===== src/mbe_pkg.sv =====
// Shared types, widths, reset values and helpers for the escape-time evaluator.
// No dependencies; every other file in src imports this package.
`default_nettype none

package mbe_pkg;

  // Field widths
  localparam int COORD_W   = 32;
  localparam int FRAC_BITS = 24;
  localparam int PIX_W     = 12;
  localparam int ITER_W    = 16;
  localparam int STEP_W    = 31;
  localparam int RADIUS_W  = 31;

  // Datapath widths
  localparam int PROD_W = PIX_W + 1 + STEP_W + 1;   // pixel offset times step
  localparam int SUM_W  = 48;                       // widest sum ahead of saturation
  localparam int SQ_W   = 2 * COORD_W;              // full square or cross product
  localparam int MAG_W  = SQ_W - FRAC_BITS;         // floored squared magnitude

  // Configuration port
  localparam int CFG_IDX_W  = 3;
  localparam int CFG_DATA_W = 32;

  // Queue between front and back
  localparam int FIFO_DEPTH = 2;
  localparam int FIFO_PTR_W = $clog2(FIFO_DEPTH);
  localparam int FIFO_CNT_W = $clog2(FIFO_DEPTH + 1);

  // Register reset values
  localparam logic [STEP_W-1:0]   RST_STEP      = STEP_W'(62915);
  localparam logic [COORD_W-1:0]  RST_SHIFT     = '0;
  localparam logic [PIX_W-1:0]    RST_MID_X     = PIX_W'(400);
  localparam logic [PIX_W-1:0]    RST_MID_Y     = PIX_W'(300);
  localparam logic [ITER_W-1:0]   RST_MAX_ITER  = ITER_W'(256);
  localparam logic [RADIUS_W-1:0] RST_RADIUS_SQ = RADIUS_W'(1677721600);

  // Register indexes
  typedef enum logic [CFG_IDX_W-1:0] {
    REG_STEP_X,
    REG_STEP_Y,
    REG_SHIFT_X,
    REG_SHIFT_Y,
    REG_MID_X,
    REG_MID_Y,
    REG_MAX_ITER,
    REG_RADIUS_SQ
  } cfg_reg_e;

  // Register file contents
  typedef struct packed {
    logic [STEP_W-1:0]   step_x;
    logic [STEP_W-1:0]   step_y;
    logic [COORD_W-1:0]  shift_x;
    logic [COORD_W-1:0]  shift_y;
    logic [PIX_W-1:0]    mid_x;
    logic [PIX_W-1:0]    mid_y;
    logic [ITER_W-1:0]   max_iter;
    logic [RADIUS_W-1:0] radius_sq;
  } cfg_t;

  // One mapped pixel on its way to the iteration engine
  typedef struct packed {
    logic [PIX_W-1:0]   px;
    logic [PIX_W-1:0]   py;
    logic [COORD_W-1:0] c_real;
    logic [COORD_W-1:0] c_imag;
  } job_t;

  // Clamp a wide signed sum to the signed coordinate range
  function automatic logic [COORD_W-1:0] sat_coord(input logic signed [SUM_W-1:0] v);
    logic [SUM_W-COORD_W:0] top;
    logic [COORD_W-1:0]     r;
    top = v[SUM_W-1:COORD_W-1];
    if ((&top) || !(|top)) begin
      r = v[COORD_W-1:0];
    end else if (v[SUM_W-1]) begin
      r = {1'b1, {(COORD_W-1){1'b0}}};
    end else begin
      r = {1'b0, {(COORD_W-1){1'b1}}};
    end
    return r;
  endfunction

endpackage

`default_nettype wire


===== src/mbe_fifo.sv =====
// Short job queue that lets the front end and the iteration engine stall apart.
// Depends on mbe_pkg for the job type and depth.
`default_nettype none

module mbe_fifo
  import mbe_pkg::*;
(
  input  wire logic clk,
  input  wire logic rst,
  input  wire logic push,
  input  wire job_t wdata,
  output logic      full,
  input  wire logic pop,
  output job_t      rdata,
  output logic      empty
);

  job_t                  mem [FIFO_DEPTH];
  logic [FIFO_PTR_W-1:0] wr_ptr;
  logic [FIFO_PTR_W-1:0] rd_ptr;
  logic [FIFO_CNT_W-1:0] count;

  assign full  = (count == FIFO_CNT_W'(FIFO_DEPTH));
  assign empty = (count == '0);
  assign rdata = mem[rd_ptr];

  // Track pointers and fill level
  always_ff @(posedge clk) begin
    if (rst) begin
      wr_ptr <= '0;
      rd_ptr <= '0;
      count  <= '0;
    end else begin
      if (push) begin
        wr_ptr <= wr_ptr + 1'b1;
      end
      if (pop) begin
        rd_ptr <= rd_ptr + 1'b1;
      end
      if (push && !pop) begin
        count <= count + 1'b1;
      end else if (pop && !push) begin
        count <= count - 1'b1;
      end
    end
  end

  // Store incoming jobs
  always_ff @(posedge clk) begin
    if (push) begin
      mem[wr_ptr] <= wdata;
    end
  end

  a_no_overflow: assert property (@(posedge clk) disable iff (rst) !(push && full))
    else $error("job queue written while full");
  a_no_underflow: assert property (@(posedge clk) disable iff (rst) !(pop && empty))
    else $error("job queue read while empty");
  a_fill_up: assert property (@(posedge clk) disable iff (rst)
      (push && !pop) |=> (count == $past(count) + 1'b1))
    else $error("job queue fill level did not rise on a lone write");

endmodule

`default_nettype wire


===== config.mk =====
export PLATFORM = sky130hd
export DESIGN_NAME = mbe_fifo
export DESIGN_NICKNAME = d
export VERILOG_FILES = /design/src/mbe_pkg.sv /design/src/mbe_fifo.sv
export SDC_FILE = /design/constraint.sdc
export NUM_CORES = 1
export LEC_CHECK = 0
export ABC_CLOCK_PERIOD_IN_PS = 6350
export BUFFER_PORTS_ARGS = -buffer_cell sky130_fd_sc_hd__buf_2
export CAP_MARGIN = 20
export CORE_MARGIN = 4
export CORE_UTILIZATION = 52
export DETAILED_ROUTE_END_ITERATION = 10
export GPL_TIMING_DRIVEN = 0
export PLACE_DENSITY = 0.85
export RECOVER_POWER = 25
export SLEW_MARGIN = 20
export SYNTH_ARGS = -nofsm -noshare
export SYNTH_HDL_FRONTEND = slang
export SYNTH_SLANG_ARGS = --single-unit

===== constraint.sdc =====
create_clock -name clk -period 6.35 [get_ports clk]
set_input_delay 0.635 -clock clk [delete_from_list [all_inputs] [get_ports clk]]
set_output_delay 0.635 -clock clk [all_outputs]
set_load 0.05 [all_outputs]

==> summary.txt <==
Status
  • Status: completed

Global route
  • Largest net degree at the start of global routing: 46
  • Gr busiest metal: met2
  • Global Route Usage Sum: 0.168
  • Met1 Use GR: 0.187
  • Met3 Track Usage GR: 0.0662
  • Grt ovf: 0
  • Antenna violations before repair: 1
  • GRT met2 Usage: 0.283
  • Vias in the first global route: about 3700
  • First-pass GRT wire length: ~18 mm

Die
  • I/O pin cnt: roughly 180
  • Die Ht: 121 um
  • Die X: around 120 um
  • Row count: 40
  • Core footprint: between 10000 and 15000 um^2
  • Total Die Area: approximately 15000 um^2
  • Initial Utilization: 0.541

Power and ir drop
  • Combinational Power Share: 0.176
  • Leakage: between 3 and 4 nW
  • Sequential power share: 0.493
  • Peak supply drop: roughly 0.00026 V
  • Clk pwr share: 0.331
  • Pwr/cell area: about 340 nW/um^2
  • Design Power: ~2.9 mW
  • Switching Fraction: 0.273
  • Power Internal: 2.08 mW
  • Sw Pwr: a little under 0.8 mW

Clock network
  • Clock transition at path regs: about 0.060 ns
  • TritonCTS clock tree: yes
  • Num CTS Buffers: 17
  • CTS resizes: 0
  • Clock latency at the later pin of the worst-skew pair: 0.41 ns
  • CTS root buf: clkbuf_16
  • H-tree depth: 4
  • Clock Sinks: 181
  • Clock Tree Buf Depth: 2
  • Post CTS Setup Buffer Count: 0
  • Hold-fix buffers, CTS: 0

Finish
  • Share of post-route cells with drive strength above 1: 0.592
  • Inserted Diodes: 0
  • Fillers: between 800 and 900
  • Final #Nets: slightly below 600
  • Layout area overhead: 26.3%

Route
  • WL final: between 10 and 15 mm
  • DRC Markers: 0
  • Drt initial violations: approximately 170
  • Via density: 4.99
  • Via count: 3396
  • DRT antenna net count: 0
  • DRT Pass-1 Iters: 4
  • Post-DR wirelength/cell: 17.3 um

Critical path
  • Worst EP required: around 5.7 ns
  • Critical-path maximum fanout: 10
  • Critical path's slowest cell: dfxtp_1
  • Kind of start point of the critical path: register
  • Cell breakdown of the critical path: buf_6 -> buf_6 -> buf_6 -> mux2_4 -> buf_2
  • Crit path max-delay family: buffers and inverters
  • Top cell by count, worst path: buf_6
  • Worst setup path class: register to primary output
  • WP data arrival: around 1.8 ns
  • Reg2reg setup slack: about 4.6 ns
  • Crit-path max cell delay: roughly 0.32 ns
  • CP Capture Type: primary output
  • Worst path bufs/invs: 4

Synthesis
  • Mapped Avg Cell Area: about 22 um^2
  • Unique cell type count in the Yosys netlist: 16
  • Post-Synthesis Cells: between 200 and 300
  • Synth Warn #: 0
  • Seq/Total Area, Yosys: 0.812
  • Net Count, Synth: 389
  • EDFF count, synth: between 150 and 200
  • Mapped Area: roughly 6600 um^2
  • Fraction of registers with async set/reset: 0
  • Main synth FF type: edfxtp_1
  • Synth Register Bits: 181

STA
  • Relative slew slack: 0.528
  • Final hold violations: 0
  • Min setup slack post-route: slightly below 4 ns
  • Tmin final: between 2 and 2.5 ns
  • Layout Skew: ~0.0048 ns
  • Final setup viols: 0
  • Max-slew violations: 0
  • F_max: 418 MHz
  • RSZ-0062 raised after global routing: no
  • Period utilization: 0.377
  • Setup TNS: 0 ns
  • Worst Max-Slew Pin Slew: a little over 0.7 ns

Place
  • DP HPWL: about 8.4 mm
  • Worst slack, placed: about 4.2 ns
  • Final GP Congestion: just over 0.7
  • IO Port Bufs: 181

Job
  • MaxCap Viol Count: 0

Min path
  • Worst hold path type: primary input to register
layout make-up:
cell class              instances  area (um^2)  area share
plain buffers                  10         75.1     0.00897
flip-flops and latches        181         5390       0.643
inverters                       1         3.75    0.000448
clock buffers                  18          429      0.0513
well taps                     168          210      0.0251
repair buffers                185          980       0.117
clock inverters                13          113      0.0134
multi-input cells             104         1180       0.141
synth_stat cells (2+ instances only):
cell type / number / share of area
edfxtp_1: 176 / 0.80
xor2_1: 2 / 0.0026
xnor2_1: 2 / 0.0026
nor2_1: 5 / 0.0028
nor2b_1: 2 / 0.0019
dfxtp_1: 5 / 0.015
mux2_2: 68 / 0.12
mux2_4: 20 / 0.045
buf_6: 4 / 0.0068
buf_2: 6 / 0.0045
stage by stage:
stage,area (um^2),util,hold slack [ns],std cells
after floorplan,6630,-,0.461,296
after global placement,7750,0.632,0.481,645
after detailed placement,7850,0.640,0.502,649
after CTS,8390,0.684,0.383,680
after global routing,8370,0.683,0.378,680
final,8370,0.683,0.402,680
placed cells by master (no fill, tap or decap), types with 2 or more instances in the layout:
cell        instances
clkbuf_16          17
xor2_1              2
buf_12              3
edfxtp_1          176
buf_2             176
nor2_1              5
mux2_4             20
buf_6               4
xnor2_1             2
clkinv_2            4
clkbuf_1           12
clkinvlp_4          2
dfxtp_1             5
clkinv_4            5
mux2_2             68
worst paths after layout:
path,cells past startpoint,start,to
hold reg to reg,2,rd_ptr,rd_ptr
setup reg to reg,2,wr_ptr,mem[1][49]
setup / recovery,5,register,rdata[49]
hold / removal,1,wdata[8],mem[0][8]
power groups by stage:
stage	combinational, mW	clock, mW	sequential (mW)
floorplan	0.376	0	1.44
global placement	0.487	0	1.44
detailed placement	0.508	0	1.44
CTS	0.510	0.964	1.41
global route	0.529	1.04	1.42
finish	0.503	0.948	1.41
flip-flops by register name (all words and copies together) (netlist names), named ones only:
signal	count
mem	176
count	2
rd_ptr	1
wr_ptr	1
routing by layer:
metal / up-vias / wire, um / share of wire
met5: - / 12 / 0.0010
li1: 1578 / - / -
met1: 1656 / 4310 / 0.37
met3: 25 / 1090 / 0.093
met2: 135 / 6060 / 0.52
met4: 2 / 261 / 0.022
kinds of logic (layout without fill, tap and decap cells):
kind of cell,after synthesis,after routing,share of synthesized area
AOI/OAI and AO/OA,2,2,0.00151
xor gates and xnor gates,4,4,0.00528
adders and majority gates,1,1,0.00189
buffers and inverters,11,227,0.0119
DFF,181,181,0.812
muxes,88,88,0.161
and+or+nand+nor,9,9,0.00660
Power figures use the tool's default switching activity.
