==> config.mk <==
export PLATFORM = sky130hd
export DESIGN_NAME = mbe_front
export DESIGN_NICKNAME = d
export VERILOG_FILES = /design/src/mbe_pkg.sv /design/src/mbe_front.sv
export SDC_FILE = /design/constraint.sdc
export NUM_CORES = 2
export LEC_CHECK = 0
export BUFFER_PORTS_ARGS = -buffer_cell sky130_fd_sc_hd__buf_4
export CAP_MARGIN = 15
export CORE_MARGIN = 3
export CORE_UTILIZATION = 30
export DETAILED_ROUTE_END_ITERATION = 10
export PLACE_DENSITY = 0.57
export RECOVER_POWER = 50
export SYNTH_ARGS = -nofsm -noshare
export SYNTH_HDL_FRONTEND = slang
export SYNTH_SLANG_ARGS = --single-unit
==> constraint.sdc <==
create_clock -name clk -period 24 [get_ports clk]
set_input_delay 2.4 -clock clk [delete_from_list [all_inputs] [get_ports clk]]
set_output_delay 2.4 -clock clk [all_outputs]
set_load 0.005 [all_outputs]
==> src/mbe_pkg.sv <==
// Shared types, widths, reset values and helpers for the escape-time evaluator.
// No dependencies; every other file in src imports this package.
`default_nettype none

package mbe_pkg;

  // Field widths
  localparam int COORD_W   = 32;
  localparam int FRAC_BITS = 24;
  localparam int PIX_W     = 12;
  localparam int ITER_W    = 16;
  localparam int STEP_W    = 31;
  localparam int RADIUS_W  = 31;

  // Datapath widths
  localparam int PROD_W = PIX_W + 1 + STEP_W + 1;   // pixel offset times step
  localparam int SUM_W  = 48;                       // widest sum ahead of saturation
  localparam int SQ_W   = 2 * COORD_W;              // full square or cross product
  localparam int MAG_W  = SQ_W - FRAC_BITS;         // floored squared magnitude

  // Configuration port
  localparam int CFG_IDX_W  = 3;
  localparam int CFG_DATA_W = 32;

  // Queue between front and back
  localparam int FIFO_DEPTH = 2;
  localparam int FIFO_PTR_W = $clog2(FIFO_DEPTH);
  localparam int FIFO_CNT_W = $clog2(FIFO_DEPTH + 1);

  // Register reset values
  localparam logic [STEP_W-1:0]   RST_STEP      = STEP_W'(62915);
  localparam logic [COORD_W-1:0]  RST_SHIFT     = '0;
  localparam logic [PIX_W-1:0]    RST_MID_X     = PIX_W'(400);
  localparam logic [PIX_W-1:0]    RST_MID_Y     = PIX_W'(300);
  localparam logic [ITER_W-1:0]   RST_MAX_ITER  = ITER_W'(256);
  localparam logic [RADIUS_W-1:0] RST_RADIUS_SQ = RADIUS_W'(1677721600);

  // Register indexes
  typedef enum logic [CFG_IDX_W-1:0] {
    REG_STEP_X,
    REG_STEP_Y,
    REG_SHIFT_X,
    REG_SHIFT_Y,
    REG_MID_X,
    REG_MID_Y,
    REG_MAX_ITER,
    REG_RADIUS_SQ
  } cfg_reg_e;

  // Register file contents
  typedef struct packed {
    logic [STEP_W-1:0]   step_x;
    logic [STEP_W-1:0]   step_y;
    logic [COORD_W-1:0]  shift_x;
    logic [COORD_W-1:0]  shift_y;
    logic [PIX_W-1:0]    mid_x;
    logic [PIX_W-1:0]    mid_y;
    logic [ITER_W-1:0]   max_iter;
    logic [RADIUS_W-1:0] radius_sq;
  } cfg_t;

  // One mapped pixel on its way to the iteration engine
  typedef struct packed {
    logic [PIX_W-1:0]   px;
    logic [PIX_W-1:0]   py;
    logic [COORD_W-1:0] c_real;
    logic [COORD_W-1:0] c_imag;
  } job_t;

  // Clamp a wide signed sum to the signed coordinate range
  function automatic logic [COORD_W-1:0] sat_coord(input logic signed [SUM_W-1:0] v);
    logic [SUM_W-COORD_W:0] top;
    logic [COORD_W-1:0]     r;
    top = v[SUM_W-1:COORD_W-1];
    if ((&top) || !(|top)) begin
      r = v[COORD_W-1:0];
    end else if (v[SUM_W-1]) begin
      r = {1'b1, {(COORD_W-1){1'b0}}};
    end else begin
      r = {1'b0, {(COORD_W-1){1'b1}}};
    end
    return r;
  endfunction

endpackage

`default_nettype wire

==> src/mbe_front.sv <==
// Front end: accepts pixels and maps each one to its point c in the plane.
// Depends on mbe_pkg; feeds the job queue.
`default_nettype none

module mbe_front
  import mbe_pkg::*;
(
  input  wire logic             clk,
  input  wire logic             rst,
  input  wire cfg_t             cfg,
  input  wire logic             pix_valid,
  output logic                  pix_stall,
  input  wire logic [PIX_W-1:0] pixel_x,
  input  wire logic [PIX_W-1:0] pixel_y,
  output logic                  push,
  output job_t                  wdata,
  input  wire logic             full
);

  logic                       s1_valid;
  logic                       s1_ready;
  logic [PIX_W-1:0]           s1_px;
  logic [PIX_W-1:0]           s1_py;
  logic signed [PROD_W-1:0]   s1_prod_x;
  logic signed [PROD_W-1:0]   s1_prod_y;
  logic signed [PIX_W:0]      dx;
  logic signed [PIX_W:0]      dy;
  logic signed [PROD_W-1:0]   prod_x;
  logic signed [PROD_W-1:0]   prod_y;

  // Offset from the middle pixel, scaled by the step
  assign dx     = $signed({1'b0, pixel_x}) - $signed({1'b0, cfg.mid_x});
  assign dy     = $signed({1'b0, pixel_y}) - $signed({1'b0, cfg.mid_y});
  assign prod_x = dx * $signed({1'b0, cfg.step_x});
  assign prod_y = dy * $signed({1'b0, cfg.step_y});

  // Advance when the stage is empty or hands its item to the queue
  assign push      = s1_valid && !full;
  assign s1_ready  = !s1_valid || !full;
  assign pix_stall = !s1_ready;

  always_ff @(posedge clk) begin
    if (rst) begin
      s1_valid <= 1'b0;
    end else if (s1_ready) begin
      s1_valid <= pix_valid;
    end
    if (s1_ready && pix_valid) begin
      s1_px     <= pixel_x;
      s1_py     <= pixel_y;
      s1_prod_x <= prod_x;
      s1_prod_y <= prod_y;
    end
  end

  // Add the plane shift and clamp
  always_comb begin
    wdata.px     = s1_px;
    wdata.py     = s1_py;
    wdata.c_real = sat_coord(SUM_W'(s1_prod_x) + SUM_W'($signed(cfg.shift_x)));
    wdata.c_imag = sat_coord(SUM_W'(s1_prod_y) + SUM_W'($signed(cfg.shift_y)));
  end

endmodule

`default_nettype wire

==> metrics.txt <==
Reg-to-Reg Start s1_valid$_SDFFE_PP0N_; fin crit period 11.65 ns; Initial DRC Count 1643; fin crit share 0.4856; syn_nets about 5200; Setup WS post-layout 12.35 ns; setup TNS 0 ns; CP startpoint kind input pin; Final HPWL DP 83160 um; Top cell by count, worst path fa_1; Die Y between 300 and 400 um; top achievable clock speed ~86 MHz; Yosys top cell by area fa_1; clk slew on worst S/H paths 0.08 ns; Relative slew margins -1.208; final setup fails 0; layout cells sized above 1 0.09188; # rows 126; CP endpoint kind flop; Pre-antenna DRT Iters 7; clk sinks 115; number of enable flip-flop cells after synthesis 114; failing checks capacitance limit, slew limit; initial antenna violation count 10; Die X-Extent 351.4 um; final count of hold timing violations 0; Fillers roughly 12000; asr flop ratio synth 0; Post-Place Worst Slack 11.91 ns; Hold-fix buffers, CTS 0; Worst Tran Pin Value 3.312 ns; Slew Limit Fails 181; vias in the first global route 28530; CTS tree built; clk_skew 0.02680 ns; post-synthesis cell area 35790 um^2; CTS resizes 0; CP max stage cell a211oi_1; most instantiated cells after synthesis fa_1, nand2_1, inv_1, ha_1, clkbuf_1; vias per inst 4.969; unrepaired setup endpoints after global routing no; Worst Setup EP s1_prod_y[44]$_DFFE_PP_; deepest clock path buffer count 2; Total Wirelength 102500 um; CP startpoint cfg[48]; synth warn 0; Critical Path RT 24.20 ns; CTS Root Buffer Type clkbuf_16; Register-to-Register Path Depth 4; Post-DRT Antenna Nets 0; CTS H-tree depth 4; GRT Resource Usage Total 0.1663; setup slack, reg-to-reg 18.06 ns; Post-Syn Instances 3968; Initial Utilization 0.3027; core area 118200 um^2; status finished, violations left; syn_area_per_cell 9.019 um^2; crit path kind input pin to flop; CP max FO 32; register area share after synthesis 0.09622; Yosys reg bits around 120; largest net degree at the start of global routing 63; Layout Nets 5337; Num CTS Buffers 17; IO Port Bufs 267; Placer Congestion 0.8705; Synth-to-Final Area Change 11.45%; Max Cap Violations 4; R2R Path End s1_px[0]$_DFFE_PP_; first-pass GRT wire length 160700 um; ys flop type edfxtp_1; DR WL/cell approximately 18 um; IO Count ~320; post-synth top area share 0.3591; most frequent cell after synthesis fa_1; CP peak stage delay between 0.5 and 0.6 ns; gr ovfl total 0; synth unique cells 80; worst hold slack a little over 0.7 ns; Hold WC Path Type flop to flop; Setup Fix Bufs, Post-CTS 0; Worst-Skew Late Latency 0.48 ns; CP arrival 11.85 ns; top post-synthesis cells by area fa_1, ha_1, edfxtp_1; DRC violations left 0; area of the die 123500 um^2; Vias 28050
-- cell type report --
cell class	instances	area, um^2	area share
antenna	5	12.51	0.0003137
clock buffer	17	425.4	0.01067
clock inverter	15	165.2	0.004141
inverter	542	2034	0.05101
multi-input combinational	3117	29740	0.7456
sequential	115	3443	0.08633
tap	1536	1922	0.04818
timing repair buffer	297	2143	0.05374
-- critical path, delay by kind of cell --
kind	cells	cell delay, ns
adders and majority gates	8	3.55
xor gates and xnor gates	2	0.28
AOI/OAI and AO/OA	14	4.23
buffers and inverters	6	0.64
and+or+nand+nor	5	0.74
-- layout by cell type (no fill, tap or decap), types with 7 or more instances in the layout --
cell       Yosys  layout
clkbuf_16      0      17
a221oi_1       7       7
o211ai_1      14      14
edfxtp_1     114     114
and3_1        25      25
inv_1        541     541
o21bai_1      29      29
nand2_1      572     572
nor4_1        12      12
or2_2         23      23
a31oi_1       18      17
and2_1       176     175
and4_1         7       7
xnor2_1       96      90
a21o_1        92      92
nand3b_1       7       7
nand2b_1      77      77
a211oi_1      19      19
a21boi_0      16      16
ha_1         380     380
clkbuf_4       0      30
fa_1         642     642
o31ai_1        9       9
nor2_1       155     145
nor3_1        19      19
a2111oi_0     12      12
a21oi_1      186     186
o21a_1        23      23
nand3_1       49      49
a211o_1       12      12
inv_6          0       8
o21ai_0      122     122
buf_4          0     244
or3_1          9       9
nor2b_1       90      89
mux2i_1       30      30
nand4_1       26      26
clkbuf_1     187      23
xor2_1        64      60
-- logic make-up after synthesis --
| logic type | Yosys count | synth area share |
|---|---|---|
| mux | 39 | 0.01154 |
| simple gates | 1271 | 0.1713 |
| flops | 115 | 0.09622 |
| xor+xnor | 160 | 0.03916 |
| compound gates | 625 | 0.1122 |
| buf+inv | 736 | 0.07762 |
| fa+ha+maj | 1022 | 0.4920 |
-- through the flow --
step           cells  area [um^2]    util
2_1_floorplan   3968        35790       -
3_3_place_gp    5607        39370  0.3330
3_5_place_dp    5607        39370  0.3330
4_1_cts         5639        39960  0.3380
5_1_grt         5640        39880  0.3372
6_report        5644        39890  0.3373
-- how the worst min path moves through the flow --
stage / depth (start not counted) / slack (ns) / endpoint / start
6_report: 3 / 0.71 / s1_valid$_SDFFE_PP0N_ / s1_valid$_SDFFE_PP0N_
4_1_cts: 3 / 0.67 / s1_valid$_SDFFE_PP0N_ / s1_valid$_SDFFE_PP0N_
3_5_place_dp: 3 / 0.66 / s1_valid$_SDFFE_PP0N_ / s1_valid$_SDFFE_PP0N_
3_3_place_gp: 3 / 0.65 / s1_valid$_SDFFE_PP0N_ / s1_valid$_SDFFE_PP0N_
2_1_floorplan: 3 / 0.59 / s1_valid$_SDFFE_PP0N_ / s1_valid$_SDFFE_PP0N_
5_1_grt: 3 / 0.74 / s1_valid$_SDFFE_PP0N_ / s1_valid$_SDFFE_PP0N_
-- sequential cells by signal, summed over array words and instances (netlist names) --
register and cells:
s1_prod_x 45, s1_prod_y 45, s1_px 12, s1_py 12, s1_valid 1
-- metal layers --
metal / vias up / part of all wire / track usage
li1: 13110 / - / -
met1: 14100 / 0.47 / 0.2410
met2: 719 / 0.45 / 0.2571
met3: 110 / 0.052 / 0.02166
met4: 4 / 0.027 / 0.05162
met5: - / 0.00033 / 0
Power is not shown: default switching activity piles up to over one toggle a cycle in this logic, so the estimate is an artifact.
